===== src/hdl/ssf_pkg.sv =====
`timescale 1ns / 1ps
// ----------------------------------------------------------------------------
// ssf_pkg: shared types and helpers for the searchable shift FIFO
// Record layout, request and response words, cell control, name cleanup.
// ----------------------------------------------------------------------------
package ssf_pkg;

    localparam int DEPTH     = 8;
    localparam int POS_W     = (DEPTH > 1) ? $clog2(DEPTH) : 1;
    localparam int CNT_W     = $clog2(DEPTH + 1);
    localparam int NAME_BYTES = 30;

    localparam logic [1:0] FUNC_PUSH   = 2'd0;
    localparam logic [1:0] FUNC_POP    = 2'd1;
    localparam logic [1:0] FUNC_SEARCH = 2'd2;

    typedef struct packed {
        logic [1:0]  func;
        logic [63:0] name_word0;
        logic [63:0] name_word1;
        logic [63:0] name_word2;
        logic [47:0] name_word3;
        logic [7:0]  age;
    } t_req;

    typedef struct packed {
        logic             ok;
        logic             found;
        logic [2:0]       position;
        logic [63:0]      out_word0;
        logic [63:0]      out_word1;
        logic [63:0]      out_word2;
        logic [47:0]      out_word3;
        logic [7:0]       out_age;
        logic [3:0]       count;
        logic             empty_res;
        logic             full_res;
    } t_rsp;

    // one stored record: cleaned-up name plus age
    typedef struct packed {
        logic [47:0] w3;
        logic [63:0] w2;
        logic [63:0] w1;
        logic [63:0] w0;
        logic [7:0]  age;
    } t_rec;

    typedef struct packed {
        logic load_new;  // take the incoming record
        logic shift;     // take the neighbor's record
        logic cmp;       // latch compare result
    } t_cell_ctrl;

    // Zero every byte after the first zero byte, so names compare as strings.
    function automatic t_rec make_rec(input t_req req);
        logic [8*NAME_BYTES-1:0] flat;
        logic                    ended;
        t_rec                    rec;
        flat  = {req.name_word3, req.name_word2, req.name_word1, req.name_word0};
        ended = 1'b0;
        for (int k = 0; k < NAME_BYTES; k++) begin
            if (flat[8*k +: 8] == 8'd0) begin
                ended = 1'b1;
            end
            if (ended) begin
                flat[8*k +: 8] = 8'd0;
            end
        end
        rec.w0  = flat[63:0];
        rec.w1  = flat[127:64];
        rec.w2  = flat[191:128];
        rec.w3  = flat[239:192];
        rec.age = req.age;
        return rec;
    endfunction

endpackage


===== src/hdl/ssf_cell.sv =====
`timescale 1ns / 1ps
// ----------------------------------------------------------------------------
// ssf_cell: one queue slot
// Holds a record, loads the new word or its neighbor's record, and latches
// whether its record matches the search key.
// ----------------------------------------------------------------------------
module ssf_cell
    import ssf_pkg::*;
(
    input  logic       i_clk,
    input  logic       i_rst_n,
    input  t_cell_ctrl i_ctrl,
    input  t_rec       i_new_rec,
    input  t_rec       i_next_rec,
    input  t_rec       i_key,
    output t_rec       o_rec,
    output logic       o_match
);

    t_rec r_rec;
    logic r_match;

    // record payload, no reset
    always_ff @(posedge i_clk) begin
        if (i_ctrl.shift) begin
            r_rec <= i_next_rec;
        end else if (i_ctrl.load_new) begin
            r_rec <= i_new_rec;
        end
    end

    always_ff @(posedge i_clk) begin
        if (!i_rst_n) begin
            r_match <= 1'b0;
        end else if (i_ctrl.cmp) begin
            r_match <= (r_rec == i_key);
        end
    end

    assign o_rec   = r_rec;
    assign o_match = r_match;

endmodule


===== config.mk =====
export PLATFORM = sky130hd
export DESIGN_NAME = ssf_cell
export DESIGN_NICKNAME = d
export VERILOG_FILES = /design/src/hdl/ssf_pkg.sv /design/src/hdl/ssf_cell.sv
export SDC_FILE = /design/constraint.sdc
export NUM_CORES = 1
export LEC_CHECK = 0
export BUFFER_PORTS_ARGS = -buffer_cell sky130_fd_sc_hd__buf_2
export CELL_PAD_IN_SITES_DETAIL_PLACEMENT = 2
export CELL_PAD_IN_SITES_GLOBAL_PLACEMENT = 2
export CORE_AREA = 2 2 393 395
export DETAILED_ROUTE_END_ITERATION = 16
export DIE_AREA = 0 0 395 397
export PLACE_DENSITY_LB_ADDON = 0.1
export SYNTH_ARGS = -nofsm -noshare
export SYNTH_HDL_FRONTEND = slang
export SYNTH_SLANG_ARGS = --single-unit

===== constraint.sdc =====
create_clock -name i_clk -period 4.6 [get_ports i_clk]
set_input_delay 0.46 -clock i_clk [delete_from_list [all_inputs] [get_ports i_clk]]
set_output_delay 0.46 -clock i_clk [all_outputs]
set_load 0.05 [all_outputs]

# Word-level counts from Yosys, hierarchy flattened

Cells that the tools add are included.

Register bits: 249
Input port bits: 749
Output and inout bits: 249
Logic and storage cells: 10

Eq/ne operators: 1
Muxes and demuxes: 2
Reductions and logical operators: 1

Operators with widths:

| kind                  | count |
|---|---|
| 248-bit two-way mux   | 2 |
| 248-bit equality test | 1 |
| 2-bit nonzero test    | 1 |

# Depth between registers and ports, before layout

Depth in word-level cells: 2
Mapped depth: 6
Depth with buffers taken out: 6

# Least setup slack after synthesis

No wires, ideal clock.

Path kind: input -> register
From: input i_ctrl[1] in the netlist's numbering
To: register r_rec (netlist bit o_rec[0]) (enable)
Setup time: 506 ps
Data arrival time: 4409 ps
Data required time: 4094 ps
Slack: -316 ps
Cell stages on the path: 4
Path buffers: 3
Path through: clkbuf_1 clkbuf_1 buf_1 or2_2

Cells in the longest elaborated chain, start to end: 1

RTL lines:

| element                      | RTL line       | text |
|---|---|---|
| start: declaration           | ssf_cell.sv:12 | `input t_cell_ctrl i_ctrl,` |
| 2-bit nonzero test (no line) | -              |  |
| end signal: assignment       | ssf_cell.sv:26 | `r_rec <= i_next_rec;` |
| end signal: assignment       | ssf_cell.sv:28 | `r_rec <= i_new_rec;` |
| end: declaration             | ssf_cell.sv:20 | `t_rec r_rec;` |

No other way between the ends.
A chain may end at the register's enable or synchronous reset.

# Worst setup path after layout

From: register r_rec (netlist bit o_rec[161])
To: register r_match (netlist: o_match)

Cells in the longest elaborated chain, start to end: 1

RTL lines:

| element                | RTL line       | text |
|---|---|---|
| 248-bit equality test  | ssf_cell.sv:36 | `r_match <= (r_rec == i_key);` |
| end signal: assignment | ssf_cell.sv:36 |  |
| end: declaration       | ssf_cell.sv:21 | `logic r_match;` |

No other way between the ends.

==> out/results.ini <==
[detailed_routing]
drc_errors = 0
num_vias = 13004
drt-total-wl_mm = 111
drtAntennaViolNets = 0
drt_first_pass_iters = 6
wl_per_cell_um = 26.9
viasPerCell = 3.15
dr.first_iter.drc_count = 392

[job]
maxCapViolations = 0

[worst_setup_path]
endpoint = o_match
crit_required_ns = 5.14
cp_data_arrival_time_ns = 3.69
endpoint_kind = flop
timing.rr.end = o_match
cp_max_fo = 3
ff2ff_setup_slack_ns = 1.44
r2r-start = o_rec[161]
crit_path_start_kind = flop
path_class = reg2reg
rr_worst_depth = 6
crit_start = o_rec[161]

[synthesis]
ys_warn_count = 0
yosysTopAreaCellShare_pct = 54.3
synth_top_cell_by_area = edfxtp_1
synth_nets = 1742
synthTopCellsByArea = edfxtp_1, mux2_2, xnor2_1
ys_seq_elements = 249
ys_seq_area_share_pct = 54.4
syn_inst = 993
syn_area_per_cell_um2 = 13.8
yosysUniqueCellTypes = 39
synth_area_um2 = 13700

[place]
hpwl_mm = 97.6
gp_congestion = 0.801
port_buffers = 997

[global_route]
antenna_found_initial = 103
grt_max_degree = 98
grt_pass1_vias = 15091
grt-ovfl-total = 0
grt_pass1_wl_mm = 142
grt_usage_pct = 13.7

[final_layout]
n_fill_cell = 17573
fin_util_pct = 15.0
multi_input_area_um2 = 5940
areaGrowthSynthToFinish_pct = 67.0
drive_above_1_share_pct = 64.9
final-seq-area_um2 = 7470
finalNetCount = 2780

[clock_network]
cts_resized = 0
cts_tree = built
cts_max_level = 2
root_buffer = clkbuf_16
path_clk_slew_ns = 0.06
clock_sinks = 249
cts_buffers = 42
clk_latency_ns = 0.61
holdBufCountCts = 0
clk_path_buf_depth = 3
post_cts_buffers = 0

[power]
switching_power_mw = 3.27
comb_power_share_pct = 28.0
vdd_ir_drop_max_uv = 226
switching_share_pct = 36.8
clockPowerShare_pct = 38.0
p_per_area_nw_per_um2 = 389
seqPwrFrac_pct = 34.0
p_leak_nw = 9.44
internal_power_mw = 5.63

[sta]
whs_ns = 0.153
setup_viol = 0
period_needed_ns = 3.16
drv_slew = 0
max_freq_ghz = 0.317
slew_headroom_pct = 18.5
fin_setup_tns_ns = 0
post-route-period-util_pct = 68.6
hold_viol = 0
fin_skew_ns = 0.0150
worst_slew_pin_slew_ns = 1.22
grt_setup_unrepaired = no

[floorplan]
pin_count = 998
std_cell_rows = 144
core_um2 = 153000
start_util_pct = 8.97
die_y_um = 397
dieWidth_um = 395
die_area_um2 = 157000

[outcome]
status = complete, no violations

[min_path]
hp-class = in2reg

per-stage QoR:
step | worst slack [ns] | total power, mW | cell area, µm² | instances
6_report | 1.44 | 8.91 | 22900 | 4132
5_1_grt | 1.17 | 9.36 | 22900 | 4119
4_1_cts | 1.14 | 9.24 | 22800 | 4108
3_5_place_dp | 0.887 | 5.68 | 21500 | 4031
3_3_place_gp | 0.0904 | 5.68 | 21400 | 4030
2_1_floorplan | 0.937 | 4.43 | 13700 | 993
cell usage after synthesis:
cell type / count
nand2b_1: 44
dfxtp_1: 1
o2111ai_1: 15
mux2_2: 248
nor2_1: 1
nand2_1: 2
a2111oi_1: 5
inv_1: 64
a221oi_1: 1
a2111oi_2: 4
a2111oi_0: 2
nor3_1: 1
nand3b_1: 1
xnor2_1: 108
clkbuf_1: 27
or2b_1: 1
o2bb2ai_1: 1
nand3_1: 1
nor4_1: 25
o221ai_1: 6
o22ai_1: 18
a22o_1: 4
xor2_1: 23
a2111oi_4: 1
and2b_2: 1
and2b_1: 2
or4_1: 3
a21oi_1: 2
o21ai_1: 1
a2111o_1: 15
a221o_1: 1
nand4_1: 35
buf_1: 1
nor2b_4: 4
or2_2: 1
clkinv_1: 1
edfxtp_1: 248
a222oi_1: 1
nor2b_1: 73
cell type report:
type | instances | area share, %
Sequential cell | 249 | 32.6
Multi-Input combinational cell | 651 | 25.9
Timing Repair Buffer | 1022 | 22.9
Tap cell | 2044 | 11.2
Clock buffer | 58 | 5.13
Inverter | 65 | 1.07
Clock inverter | 19 | 0.912
Antenna cell | 24 | 0.262
placed cells by master, fill, tap and decap left out, drive strengths merged, types with 2 or more instances in the layout:
master	Yosys	final
buf	1	1022
mux2	248	248
edfxtp	248	248
xnor2	108	108
nor2b	77	77
inv	64	64
clkbuf	27	58
nand2b	44	44
nand4	35	35
nor4	25	25
diode	0	24
xor2	23	23
o22ai	18	18
a2111o	15	15
o2111ai	15	15
clkinv	1	15
a2111oi	12	12
o221ai	6	6
bufinv	0	5
a22o	4	4
or4	3	3
and2b	3	3
a21oi	2	2
nand2	2	2
routing by layer:
layer	share of wire [%]	up-vias	wire length, µm	track usage [%]
li1	-	5886	-	-
met1	37	6220	40500	14.7
met2	52	632	58000	25.3
met3	8.7	192	9610	4.86
met4	2.2	74	2450	3.52
met5	0.40	-	449	0
worst min-delay path by stage:
stage	cells past startpoint	endpoint	start
3_5_place_dp	2	o_match	o_match
4_1_cts	2	o_rec[130]	i_next_rec[130]
2_1_floorplan	2	o_match	i_rst_n
5_1_grt	2	o_rec[227]	i_next_rec[227]
6_report	2	o_rec[106]	i_new_rec[106]
3_3_place_gp	2	o_match	o_match
cells by family (layout without fill, tap and decap cells):
logic type      Yosys count  count (layout)  share of synthesized area (%)
xor+xnor                131             131                           8.37
mux                     248             248                           20.4
buf+inv                  93            1164                           2.55
flops                   249             249                           54.4
compound gates           77              77                           5.16
simple gates            195             195                           9.12
other cells               0              24                              0
worst max-delay path, cell delays in order (launching register included):
cell and delay, ns:
edfxtp_1 0.48, nor2b_1 0.28, a2111o_1 0.50, a2111oi_1 0.99, nand4_1 0.16, or4_1 0.50, o21ai_1 0.16
sequential cells by signal, summed over array words and instances (netlist names):
| register | cells |
|---|---|
| o_rec | 248 |
| o_match | 1 |
power by group through the flow:
stage | logic [mW] | clock network [mW] | registers [mW]
after global routing | 2.66 | 3.62 | 3.08
after CTS | 2.60 | 3.59 | 3.05
after global placement | 2.59 | 0 | 3.09
final | 2.49 | 3.38 | 3.03
after floorplan | 0.556 | 0 | 3.87
after detailed placement | 2.59 | 0 | 3.10
Note: power is estimated with default switching activity, not from simulation.
