===== config.mk =====
export PLATFORM = sky130hd
export DESIGN_NAME = ssf_first_match
export DESIGN_NICKNAME = d
export VERILOG_FILES = /design/src/hdl/ssf_pkg.sv /design/src/hdl/ssf_first_match.sv
export SDC_FILE = /design/constraint.sdc
export NUM_CORES = 1
export LEC_CHECK = 0
export ABC_AREA = 1
export ABC_CLOCK_PERIOD_IN_PS = 1500
export CORE_AREA = 2 2 39 41
export DETAILED_ROUTE_END_ITERATION = 6
export DIE_AREA = 0 0 41 43
export DONT_BUFFER_PORTS = 1
export PLACE_DENSITY_LB_ADDON = 0.25
export SETUP_SLACK_MARGIN = 0.1
export SYNTH_ARGS = -nofsm -noshare
export SYNTH_HDL_FRONTEND = slang
export SYNTH_SLANG_ARGS = --single-unit

===== constraint.sdc =====
create_clock -name vclk -period 1.5
set_input_delay 0.45 -clock vclk [all_inputs]
set_output_delay 0.45 -clock vclk [all_outputs]
set_load 0.1 [all_outputs]

===== src/hdl/ssf_pkg.sv =====
`timescale 1ns / 1ps
// ----------------------------------------------------------------------------
// ssf_pkg: shared types and helpers for the searchable shift FIFO
// Record layout, request and response words, cell control, name cleanup.
// ----------------------------------------------------------------------------
package ssf_pkg;

    localparam int DEPTH     = 8;
    localparam int POS_W     = (DEPTH > 1) ? $clog2(DEPTH) : 1;
    localparam int CNT_W     = $clog2(DEPTH + 1);
    localparam int NAME_BYTES = 30;

    localparam logic [1:0] FUNC_PUSH   = 2'd0;
    localparam logic [1:0] FUNC_POP    = 2'd1;
    localparam logic [1:0] FUNC_SEARCH = 2'd2;

    typedef struct packed {
        logic [1:0]  func;
        logic [63:0] name_word0;
        logic [63:0] name_word1;
        logic [63:0] name_word2;
        logic [47:0] name_word3;
        logic [7:0]  age;
    } t_req;

    typedef struct packed {
        logic             ok;
        logic             found;
        logic [2:0]       position;
        logic [63:0]      out_word0;
        logic [63:0]      out_word1;
        logic [63:0]      out_word2;
        logic [47:0]      out_word3;
        logic [7:0]       out_age;
        logic [3:0]       count;
        logic             empty_res;
        logic             full_res;
    } t_rsp;

    // one stored record: cleaned-up name plus age
    typedef struct packed {
        logic [47:0] w3;
        logic [63:0] w2;
        logic [63:0] w1;
        logic [63:0] w0;
        logic [7:0]  age;
    } t_rec;

    typedef struct packed {
        logic load_new;  // take the incoming record
        logic shift;     // take the neighbor's record
        logic cmp;       // latch compare result
    } t_cell_ctrl;

    // Zero every byte after the first zero byte, so names compare as strings.
    function automatic t_rec make_rec(input t_req req);
        logic [8*NAME_BYTES-1:0] flat;
        logic                    ended;
        t_rec                    rec;
        flat  = {req.name_word3, req.name_word2, req.name_word1, req.name_word0};
        ended = 1'b0;
        for (int k = 0; k < NAME_BYTES; k++) begin
            if (flat[8*k +: 8] == 8'd0) begin
                ended = 1'b1;
            end
            if (ended) begin
                flat[8*k +: 8] = 8'd0;
            end
        end
        rec.w0  = flat[63:0];
        rec.w1  = flat[127:64];
        rec.w2  = flat[191:128];
        rec.w3  = flat[239:192];
        rec.age = req.age;
        return rec;
    endfunction

endpackage


===== src/hdl/ssf_first_match.sv =====
`timescale 1ns / 1ps
// ----------------------------------------------------------------------------
// ssf_first_match: priority pick of the lowest matching occupied cell
// ----------------------------------------------------------------------------
module ssf_first_match
    import ssf_pkg::*;
(
    input  logic [DEPTH-1:0] i_match,
    input  logic [CNT_W-1:0] i_count,
    output logic             o_found,
    output logic [POS_W-1:0] o_pos
);

    logic [DEPTH-1:0] hits;

    always_comb begin
        for (int i = 0; i < DEPTH; i++) begin
            hits[i] = i_match[i] && (CNT_W'(i) < i_count);
        end
    end

    // scan from the tail so the head-most hit wins
    always_comb begin
        o_pos = '0;
        for (int i = DEPTH - 1; i >= 0; i--) begin
            if (hits[i]) begin
                o_pos = POS_W'(i);
            end
        end
    end

    assign o_found = |hits;

endmodule


# Yosys cells after proc, flatten, opt, wreduce, memory -nomap -nowiden
# Index checks and enable logic that the tools add are counted.
[classes]
order_cmp = 8
n_mux = 8
n_reduce_logical = 9
[op_table]
columns = ["operator", "count"]
rows = [
  ["$mux W3", 8],
  ["$lt A3 B4 Y1 const A", 4],
  ["$logic_and A1 B1 Y1", 8],
  ["$lt A1 B4 Y1 const A", 2],
  ["$lt A2 B4 Y1 const A", 2],
  ["$reduce_or A8 Y1", 1],
]
[word_totals]
register_bits = 0
inputBits = 12
wordCells = 25

# Depth between registers and ports, before layout
# Gate-level depths: netlist of run 1.
[depth]
ltp_word = 10
depth_mapped = 9

# Least setup slack after synthesis of run 1
# No wires, ideal clock.
[synth_path]
path_kind = "input to output"
startpoint = "in i_count[2]"
endpoint = "out o_pos[1]"
t_arrival_ps = 2198
setup_slack_ps = -1148
cell_stages = 5
path_cell_list = "nor2_2 > inv_2 > o21ai_2 > nand2_1 > nor2_1"
[synth_via]
elab_chain_len = 10
word_cells_on_any_way = 24
classes_between = "8 x order compare; 8 x mux; 8 x reduce/logical"
[synth_rtl]
columns = ["item", "line", "source"]
rows = [
  ["start, declared", "ssf_first_match.sv:9", "input logic [CNT_W-1:0] i_count,"],
  ["$lt A3 B4 Y1", "ssf_first_match.sv:18", "hits[i] = i_match[i] && (CNT_W'(i) < i_count);"],
  ["$logic_and A1 B1 Y1", "ssf_first_match.sv:18", ""],
  ["$mux W3 (7 in series)", "ssf_first_match.sv:26", "if (hits[i]) begin"],
  ["$mux W3 (*)", "ssf_first_match.sv:26", ""],
  ["end, declared", "ssf_first_match.sv:11", "output logic [POS_W-1:0] o_pos"],
]
# Every way passes the cells marked *; elsewhere a longest branch is shown, timed or not.

# Worst setup path in the final report of run 1
[layout_path]
startpoint = "in i_count[2]"
endpoint = "out o_pos[2]"
# The elaborated chain is that of the path after synthesis.

==> results by group, run 1 <==
Logic synthesis
  • Syn Area/Cell: 4.63 um2
  • Cells after Synth: 37
  • Seq/Total Area, Yosys: 0%
  • Yosys cell types: 11
  • Leading area contributor after synthesis: nand2_1
  • Synth top area cells: nand2_1, nor2_1, inv_1
  • Most frequent cell after synthesis: nand2_1
  • Share of the synthesized area in the top cell type: 41.6%
  • Syn nets: 49
  • Top post-synthesis cells by count: nand2_1, nor2_1, inv_1
  • Post-Syn Area: 171 um2
  • Syn. warnings: 0

STA
  • Fmax: 562 MHz
  • Slew Viols, Final: 0
  • Setup violations, final: 4
  • Actual slew at the worst max-slew pin: 196 ps
  • Hold Violations, Final: 0
  • Final Cycle Share: 119%
  • Fin crit period: 1780 ps
  • Worst setup margin: -278 ps
  • Max-slew headroom: 86.9%
  • RSZ-0062 raised after global routing: true

Finish
  • Ant diodes: 0
  • Area grow syn2layout: 120%
  • Fillers: 161
  • Share of cells above drive strength 1: 52.4%
  • Clk_buf instances: 0
  • Nets: 56
  • Footprint of the multi-input gates: 263 um2
  • Reg area: 0 um2
  • Seq cells: 0
  • Layout Cell Area excl Fill: 377 um2

Pwr
  • Pwr per Cell Area: 440 nW/um2
  • Max VDD drop: 0.111 mV
  • Leakage: 0.157 nW

Route
  • Via density: 4.09
  • Drt initial violations: 4
  • Final ANT Viol Nets: 0
  • Via count: 237
  • Drt first pass iters: 4
  • DRC errors left: 0
  • Final wirelength: 581 um
  • DR WL/cell: 10.0 um

Status
  • Status: finished with violations
  • Failing checks: setup timing

Flow run
  • Maxcap violations: 0

Setup path
  • Crit-path slowest cell: nor2_4
  • CP Cell Sequence: nor2_4 > inv_2 > o211ai_4 > nand2_2 > nor2_4 > nor3_4 > buf_12
  • CP required: 1050 ps
  • Setup CP Type: primary input to output port
  • Crit Path Max Fanout: 4
  • CP startpoint kind: primary input
  • Critical path arrival: 1330 ps
  • CP endpoint kind: output port
  • Crit path top cell by count: nor2_4
  • Crit-path max cell delay: 200 ps

Die
  • Die height: 43 um
  • Row cnt: 14
  • Ports: 16
  • Die Wd: 41 um
  • Core box area: 1380 um2
  • DIE AREA: 1760 um2
  • Initial Utilization: 12.4%

Global route
  • Vias in the first global route: 235
  • Grt ovf: 0
  • Largest net degree at the start of global routing: 5
  • First-pass GRT wire length: 993 um
  • Initial antenna violation count: 0
  • All-Layer GR Usage: 7.60%

Clocking
  • Cts hold-fix bufs: 0

Placed design
  • Placer Congestion: 0.685
  • Port bufs: 0
  • Post-DP HPWL: 528 um
  • Cell Area, Placed: 313 um2
  • Post-place setup slack: -352 ps

Min path
  • Hold Crit Class: primary input to output port
layer usage:
layer / global-route usage (%) / vias up / share of wire, % / wire length [um]
met5: 0 / - / 0 / 0
met2: 11.6 / 11 / 48 / 276
met4: 0 / 0 / 0 / 0
met3: 3.66 / 0 / 20 / 117
li1: - / 127 / - / -
met1: 10.2 / 99 / 32 / 187
logic make-up after synthesis:
logic type / after synthesis / synth area share (%)
AOI/OAI and AO/OA: 4 / 21.2
buffers and inverters: 5 / 10.9
and+or+nand+nor: 28 / 67.9
critical path, delay by kind of cell:
kind,cells,cell delay [ps]
simple gates,4,510
buf+inv,2,270
compound gates,1,100
metrics by stage:
step	setup TNS (ps)	utilization (%)	hold WS, ps	cells	power, mW
after detailed placement	-1290	22.6	1190	57	0.146
final	-1010	27.2	1260	58	0.166
after CTS	-981	25.7	1270	58	0.162
after global routing	-1310	27.2	1270	58	0.177
after floorplan	-1770	-	1150	37	0.110
after global placement	-1300	22.6	1190	57	0.147
placed cells by master, fill, tap and decap left out:
| cell | synthesis | layout |
|---|---|---|
| nor2_4 | 0 | 4 |
| nand2_2 | 0 | 3 |
| nand2_8 | 0 | 1 |
| nand3_4 | 0 | 1 |
| nand2_4 | 0 | 1 |
| a31oi_2 | 0 | 1 |
| inv_2 | 1 | 1 |
| a21oi_4 | 0 | 1 |
| nor3_4 | 0 | 1 |
| nor2_1 | 5 | 1 |
| buf_12 | 0 | 3 |
| o21ai_4 | 0 | 1 |
| nand2_1 | 19 | 14 |
| nor2_2 | 1 | 1 |
| nand3_1 | 2 | 1 |
| inv_1 | 4 | 4 |
| buf_4 | 0 | 2 |
| o211ai_4 | 0 | 1 |
final cells by class:
type	instances	share of cell area, %
multi-input combinational	32	69.8
tap	16	5.32
inverter	5	4.98
timing repair buffer	5	19.9
power breakdown:
group / leakage (nW) / internal [mW] / total [mW] / switching (mW)
logic: 0.157 / 0.0581 / 0.166 / 0.108
clock network: 0 / 0 / 0 / 0
registers: 0 / 0 / 0 / 0
total: 0.157 / 0.0581 / 0.166 / 0.108
path summary, 6_finish.rpt:
path,start,end,slack [ps],cells past startpoint
worst min-delay path,i_match[1],o_found,1260,4
worst max-delay path,i_count[2],o_pos[2],-280,7
repair_timing:
action | 4_1_cts | 5_1_grt
endpoints found under the setup margin | 4 | 4
gates resized for setup | 7 | 4
pin swaps | 4 | 3
setup buffers | 1 | 0
(Power assumes the default switching activity.)
==> inputs of run 2 (changes only) <==
Settings changed: GPL_TIMING_DRIVEN from default to 0.
==> run 2 against run 1 <==
Against the previous run:
- the flow still finishes with violations (setup timing)
- wire length fell by 3.6%
- combinational power fell by 22%
- worst setup slack got worse by 390 ps
- critical endpoint unchanged
==> results by group, run 2 (synthesis gave the netlist of run 1 again) <==
Route
  • DRC errors left: 0 (unchanged)
  • Via density: 4.04 (-1.2%)
  • DR WL/cell: 10.0 um (-0.17%)
  • Final wirelength: 560 um (-3.6%)
  • Via count: 226 (-4.6%)
  • Drt initial violations: 2 (-2)
  • Final ANT Viol Nets: 0 (unchanged)
  • Drt first pass iters: 2 (-2)

Pwr
  • Clk pwr share: 0% (unchanged)
  • Max VDD drop: 0.0959 mV (-14%)
  • Internal power: 0.0323 mW (-44%)
  • NetSw: 0.0969 mW (-10%)
  • Power share of the combinational group: 100.0% (about the same)
  • Leakage: 0.141 nW (-9.8%)
  • Sw frac: 75.0% (+10 points)
  • Seq pwr share: 0% (unchanged)
  • Pwr per Cell Area: 457 nW/um2 (+3.8%)

Finish
  • Most common cell after layout, fill and taps aside: nand2_1
  • Reg area: 0 um2 (unchanged)
  • Fin cells: 56 (-3.4%)
  • Area grow syn2layout: 65.0%
  • Layout Cell Area excl Fill: 283 um2 (-25%)
  • Seq cells: 0 (unchanged)
  • Clk_buf instances: 0 (unchanged)
  • Core Util, Final: 20.4% (-6.8 points)
  • Share of cells above drive strength 1: 40.0% (-12 points)
  • Fillers: 167 (+3.7%)
  • Ant diodes: 0 (unchanged)
  • Most frequent cells in the layout: nand2_1, inv_1, nor2_4
  • Nets: 54 (-3.6%)

Placed design
  • Cell count after placement: 53 (-7.0%)
  • Post-DP HPWL: 487 um (-7.9%)
  • Placer Congestion: 0.692 (+1.1%)
  • Port bufs: 0 (unchanged)
  • Cell Area, Placed: 245 um2 (-22%)

STA
  • Actual slew at the worst max-slew pin: 980 ps (+783 ps)
  • RSZ-0062 raised after global routing: true
  • Minimum hold slack: 1150 ps (-110 ps)
  • Final Cycle Share: 144% (+26 points)
  • Fmax: 462 MHz (-18%)
  • Slew Viols, Final: 0 (unchanged)
  • Setup violations, final: 4 (unchanged)
  • Fin crit period: 2160 ps (+387 ps)
  • Max-slew headroom: 34.5% (-52 points)
  • Hold Violations, Final: 0 (unchanged)
  • Worst setup margin: -665 ps (-387 ps)
  • Setup TNS: -2070 ps (-1060 ps)

Die
  • Core box area: 1380 um2 (unchanged)
  • Die height: 43 um (unchanged)
  • Ports: 16 (unchanged)
  • Row cnt: 14 (unchanged)
  • Die Wd: 41 um (unchanged)
  • DIE AREA: 1760 um2 (unchanged)
  • Initial Utilization: 12.4% (unchanged)

Global route
  • First-pass GRT wire length: 752 um (-24%)
  • Largest net degree at the start of global routing: 5 (unchanged)
  • Initial antenna violation count: 0 (unchanged)
  • Grt ovf: 0 (unchanged)
  • All-Layer GR Usage: 5.80% (-1.8 points)
  • Vias in the first global route: 194 (-17%)

Setup path
  • CP bufs+invs: 1 (-1)
  • Crit-path max cell delay: 800 ps (+600 ps)
  • Setup CP Type: primary input to output port
  • Top Family by Delay on Critical Path: simple AND/OR/NAND/NOR gates
  • Crit Path Max Fanout: 4 (unchanged)
  • Critical path arrival: 1710 ps (+380 ps)
  • CP endpoint kind: output port
  • CP required: 1050 ps (about the same)
  • Crit-path slowest cell: nor3_4
  • CP startpoint kind: primary input
  • CP Cell Sequence: nor2_4 > inv_2 > o21ai_4 > nand2_4 > nor3_4

Flow run
  • Maxcap violations: 0 (unchanged)

Clocking
  • Cts hold-fix bufs: 0 (unchanged)

Status
  • Status: finished with violations
  • Failing checks: setup timing

Min path
  • Hold Crit Class: primary input to output port
[run 2: cell count changes in the layout (fill, tap and decap cells not counted), sizes merged]
cell / before / now
buf: 5 / 3
[run 2: cell type report]
class                      instances  area [um2]  share of cell area (%)
inverter                           5        18.8                    6.64
multi-input combinational         32         221                    78.3
tap                               16        20.0                    7.08
timing repair buffer               3        22.5                    7.96
[run 2: path summary, 6_finish.rpt]
kind	startpoint	endpoint	cells past startpoint
max	i_count[3]	o_pos[2]	5
min	i_match[1]	o_pos[2]	3
[run 2: tightest hold or removal path, stage by stage]
cell and delay, ps:
o21ai_4 50, nand2_4 70, nor3_4 130
[run 2: what timing repair did]
action | in CTS | in global routing
resized for setup | 2 | 2
endpoints found under the setup margin | 4 | 4
endpoints found under the hold margin | 0 | 0
pin swaps | 6 | 1
setup buffers | 3 | 0
[run 2: layer usage]
metal	share of wire [%]	vias up	track usage, %	wire (um)
met5	0	-	0	0
met4	0	0	0	0
met3	19	0	4.19	105
met2	47	12	8.75	261
met1	34	91	6.98	193
li1	-	123	-	-
[run 2: power groups by stage]
stage,combinational [mW],sequential (mW),clock [mW]
floorplan,0.110,0,0
CTS,0.127,0,0
global placement,0.117,0,0
global route,0.137,0,0
finish,0.129,0,0
detailed placement,0.117,0,0
[run 2: per-stage QoR]
stage | power, mW | setup WS (ps)
final | 0.129 | -665
after floorplan | 0.110 | -691
after global routing | 0.137 | -708
after CTS | 0.127 | -664
after global placement | 0.117 | -748
after detailed placement | 0.117 | -739
==> inputs of run 3 (changes only) <==
--- a/config.mk
+++ b/config.mk
@@ -6,5 +6,5 @@
 export NUM_CORES = 1
 export LEC_CHECK = 0
-export ABC_AREA = 1
+export ABC_AREA = 0
 export ABC_CLOCK_PERIOD_IN_PS = 1500
 export CORE_AREA = 2 2 39 41
@@ -13,5 +13,5 @@
 export DONT_BUFFER_PORTS = 1
 export GPL_TIMING_DRIVEN = 0
-export PLACE_DENSITY_LB_ADDON = 0.25
+export PLACE_DENSITY_LB_ADDON = 0.05
 export SETUP_SLACK_MARGIN = 0.1
 export SYNTH_ARGS = -nofsm -noshare
==> constraint.sdc (replaced) <==
create_clock -name vclk -period 1.5
set_input_delay 0.45 -clock vclk [all_inputs]
set_output_delay 0.45 -clock vclk [all_outputs]
set_load 0.02 [all_outputs]
==> run 3 against run 2 <==
Against the previous run:
- the flow still finishes with violations (setup timing)
- via count increased by 10%
- maximum frequency increased by 27%
- non-clock buffer count decreased by 3
- die area unchanged
- utilization decreased by 3.0 points
- sequential cell count unchanged
- hold slack got worse by 78 ps
- sequential share of layout area unchanged
- critical path depth decreased by 1
- largest cell class unchanged
==> results by group, run 3 <==
Status
  • Status: finished with violations
  • Failing checks: setup timing

Logic synthesis
  • Syn. warnings: 0 (unchanged)
  • Synth top area cells: a21oi_1, nor2_1, nand2_1
  • Main combinational cell family by area after synthesis: simple AND/OR/NAND/NOR gates
  • Seq/Total Area, Yosys: 0% (unchanged)
  • Cells after Synth: 36 (-2.7%)
  • Most frequent cell after synthesis: a21oi_1
  • Syn Area/Cell: 5.42 um2 (+17%)
  • Top post-synthesis cells by count: a21oi_1, nor2_1, nand2_1
  • Synth Area in Compound Gates: 45.5% (+24 points)
  • Share of the synthesized area in the top cell type: 17.9% (-24 points)
  • Syn nets: 48 (-2.0%)
  • Simple-gate portion of the synthesized area: 50.6% (-17 points)
  • Post-Syn Area: 195 um2 (+14%)
  • Post-Synth Adder-Cell Area: 0% (unchanged)
  • XOR/XNOR Fraction of Synth Area: 0% (unchanged)
  • Leading area contributor after synthesis: a21oi_1
  • Mux cell area share after synthesis: 0% (unchanged)
  • Yosys cell types: 15 (+4)

Route
  • Via count: 249 (+10%)
  • DRC errors left: 0 (unchanged)
  • Final ANT Viol Nets: 0 (unchanged)
  • Final wirelength: 605 um (+8.0%)
  • DR WL/cell: 11.6 um (+16%)
  • Drt first pass iters: 3 (+1)
  • Drt initial violations: 4 (+2)
  • Via density: 4.79 (+19%)

Global route
  • Busiest grt layer: met2
  • M1 GR Usage: 10.8% (+3.8 points)
  • M2 GR Usage: 10.9% (+2.2 points)
  • Initial antenna violation count: 0 (unchanged)
  • Largest net degree at the start of global routing: 8 (+3)
  • Vias in the first global route: 248 (+28%)
  • All-Layer GR Usage: 7.39% (+1.6 points)
  • First-pass GRT wire length: 966 um (+28%)
  • Met3 Usage GRT: 2.62% (-1.6 points)
  • Grt ovf: 0 (unchanged)

STA
  • Fin crit period: 1710 ps (-458 ps)
  • Minimum hold slack: 1080 ps (-78.0 ps)
  • Hold Violations, Final: 0 (unchanged)
  • Fmax: 586 MHz (+27%)
  • Setup TNS: -706 ps (+1370 ps)
  • RSZ-0062 raised after global routing: true
  • Final Cycle Share: 114% (-31 points)
  • Setup violations, final: 4 (unchanged)
  • Max-slew headroom: 83.0% (+49 points)
  • Actual slew at the worst max-slew pin: 254 ps (-726 ps)
  • Slew Viols, Final: 0 (unchanged)
  • Worst setup margin: -207 ps (+458 ps)

Die
  • Core box area: 1380 um2 (unchanged)
  • Die height: 43 um (unchanged)
  • Ports: 16 (unchanged)
  • Die Wd: 41 um (unchanged)
  • Row cnt: 14 (unchanged)
  • Initial Utilization: 14.1% (+1.7 points)
  • DIE AREA: 1760 um2 (unchanged)

Min path
  • Hold path start: i_match[1]
  • Hold Crit Class: primary input to output port
  • Min-Delay Path Depth: 3 (unchanged)
  • Worst Hold End: o_pos[1]

Finish
  • Layout Cell Area excl Fill: 241 um2 (-15%)
  • Most frequent cells in the layout: a21oi_1, nor2_1, nand2_1
  • Fin cells: 52 (-7.1%)
  • Nets: 50 (-7.4%)
  • Clk_buf instances: 0 (unchanged)
  • Share of cells above drive strength 1: 25.0% (-15 points)
  • Area grow syn2layout: 23.7%
  • Reg area: 0 um2 (unchanged)
  • Most common cell after layout, fill and taps aside: a21oi_1
  • Seq cells: 0 (unchanged)
  • Ant diodes: 0 (unchanged)
  • Core Util, Final: 17.5% (-3.0 points)

Setup path
  • CP endpoint kind: output port
  • Crit Path Max Fanout: 7 (+3)
  • Setup CP Type: primary input to output port
  • Top Family by Delay on Critical Path: simple AND/OR/NAND/NOR gates
  • CP startpoint kind: primary input
  • CP Cell Sequence: or3_4 > o21ai_2 > nand3b_1 > nand2b_4
  • Crit-path max cell delay: 370 ps (-430 ps)
  • CP bufs+invs: 0 (-1)
  • Critical path arrival: 1260 ps (-450 ps)
  • Crit-path slowest cell: or3_4
  • CP required: 1050 ps (about the same)

Placed design
  • Cell count after placement: 52 (-1.9%)
  • Placer Congestion: 0.671 (-3.0%)
  • Post-DP HPWL: 547 um (+12%)
  • Port bufs: 0 (unchanged)
  • Cell Area, Placed: 235 um2 (-4.1%)
  • Post-place setup slack: -216 ps (+523 ps)

Pwr
  • Overall power: 0.0639 mW (-51%)
  • Leakage: 0.0883 nW (-38%)
  • Max VDD drop: 0.0481 mV (-50%)
  • Pwr per Cell Area: 265 nW/um2 (-42%)

Flow run
  • Maxcap violations: 0 (unchanged)

Clocking
  • Post-CTS setup buffers: 0 (-3)
  • Cts hold-fix bufs: 0 (unchanged)
run 3: cell families (layout without fill, tap and decap cells):
| logic type | after synthesis | in the layout |
|---|---|---|
| and+or+nand+nor | 19 | 19 |
| AOI/OAI and AO/OA | 15 | 15 |
| buffers and inverters | 2 | 2 |
run 3: timing repair:
item,in CTS,in global routing
resized for setup,2,0
setup endpoints to repair,4,4
hold endpoints to repair,0,0
pin swaps,3,1
gates cloned,0,0
run 3: area by class of cell:
class,instances,area (um2)
Fill cell,171,1140
Multi-Input combinational cell,34,214
Tap cell,16,20.0
Inverter,2,7.51
run 3: worst max path at each step:
stage | from | to | cells past startpoint
finish | i_count[3] | o_found | 4
global route | i_count[3] | o_pos[2] | 4
CTS | i_count[3] | o_found | 4
detailed placement | i_count[2] | o_pos[0] | 4
global placement | i_count[2] | o_pos[0] | 4
floorplan | i_count[1] | o_found | 4
run 3: per-layer routing:
| metal | vias to the layer above | wire, um |
|---|---|---|
| met3 | 0 | 100 |
| met5 | - | 0 |
| met4 | 0 | 0 |
| met1 | 105 | 263 |
| met2 | 13 | 241 |
| li1 | 131 | - |
run 3: power by group:
group / internal, mW / total (mW) / leakage, nW / switching, mW
registers: 0 / 0 / 0 / 0
logic: 0.0279 / 0.0639 / 0.0883 / 0.0361
clock network: 0 / 0 / 0 / 0
total: 0.0279 / 0.0639 / 0.0883 / 0.0361
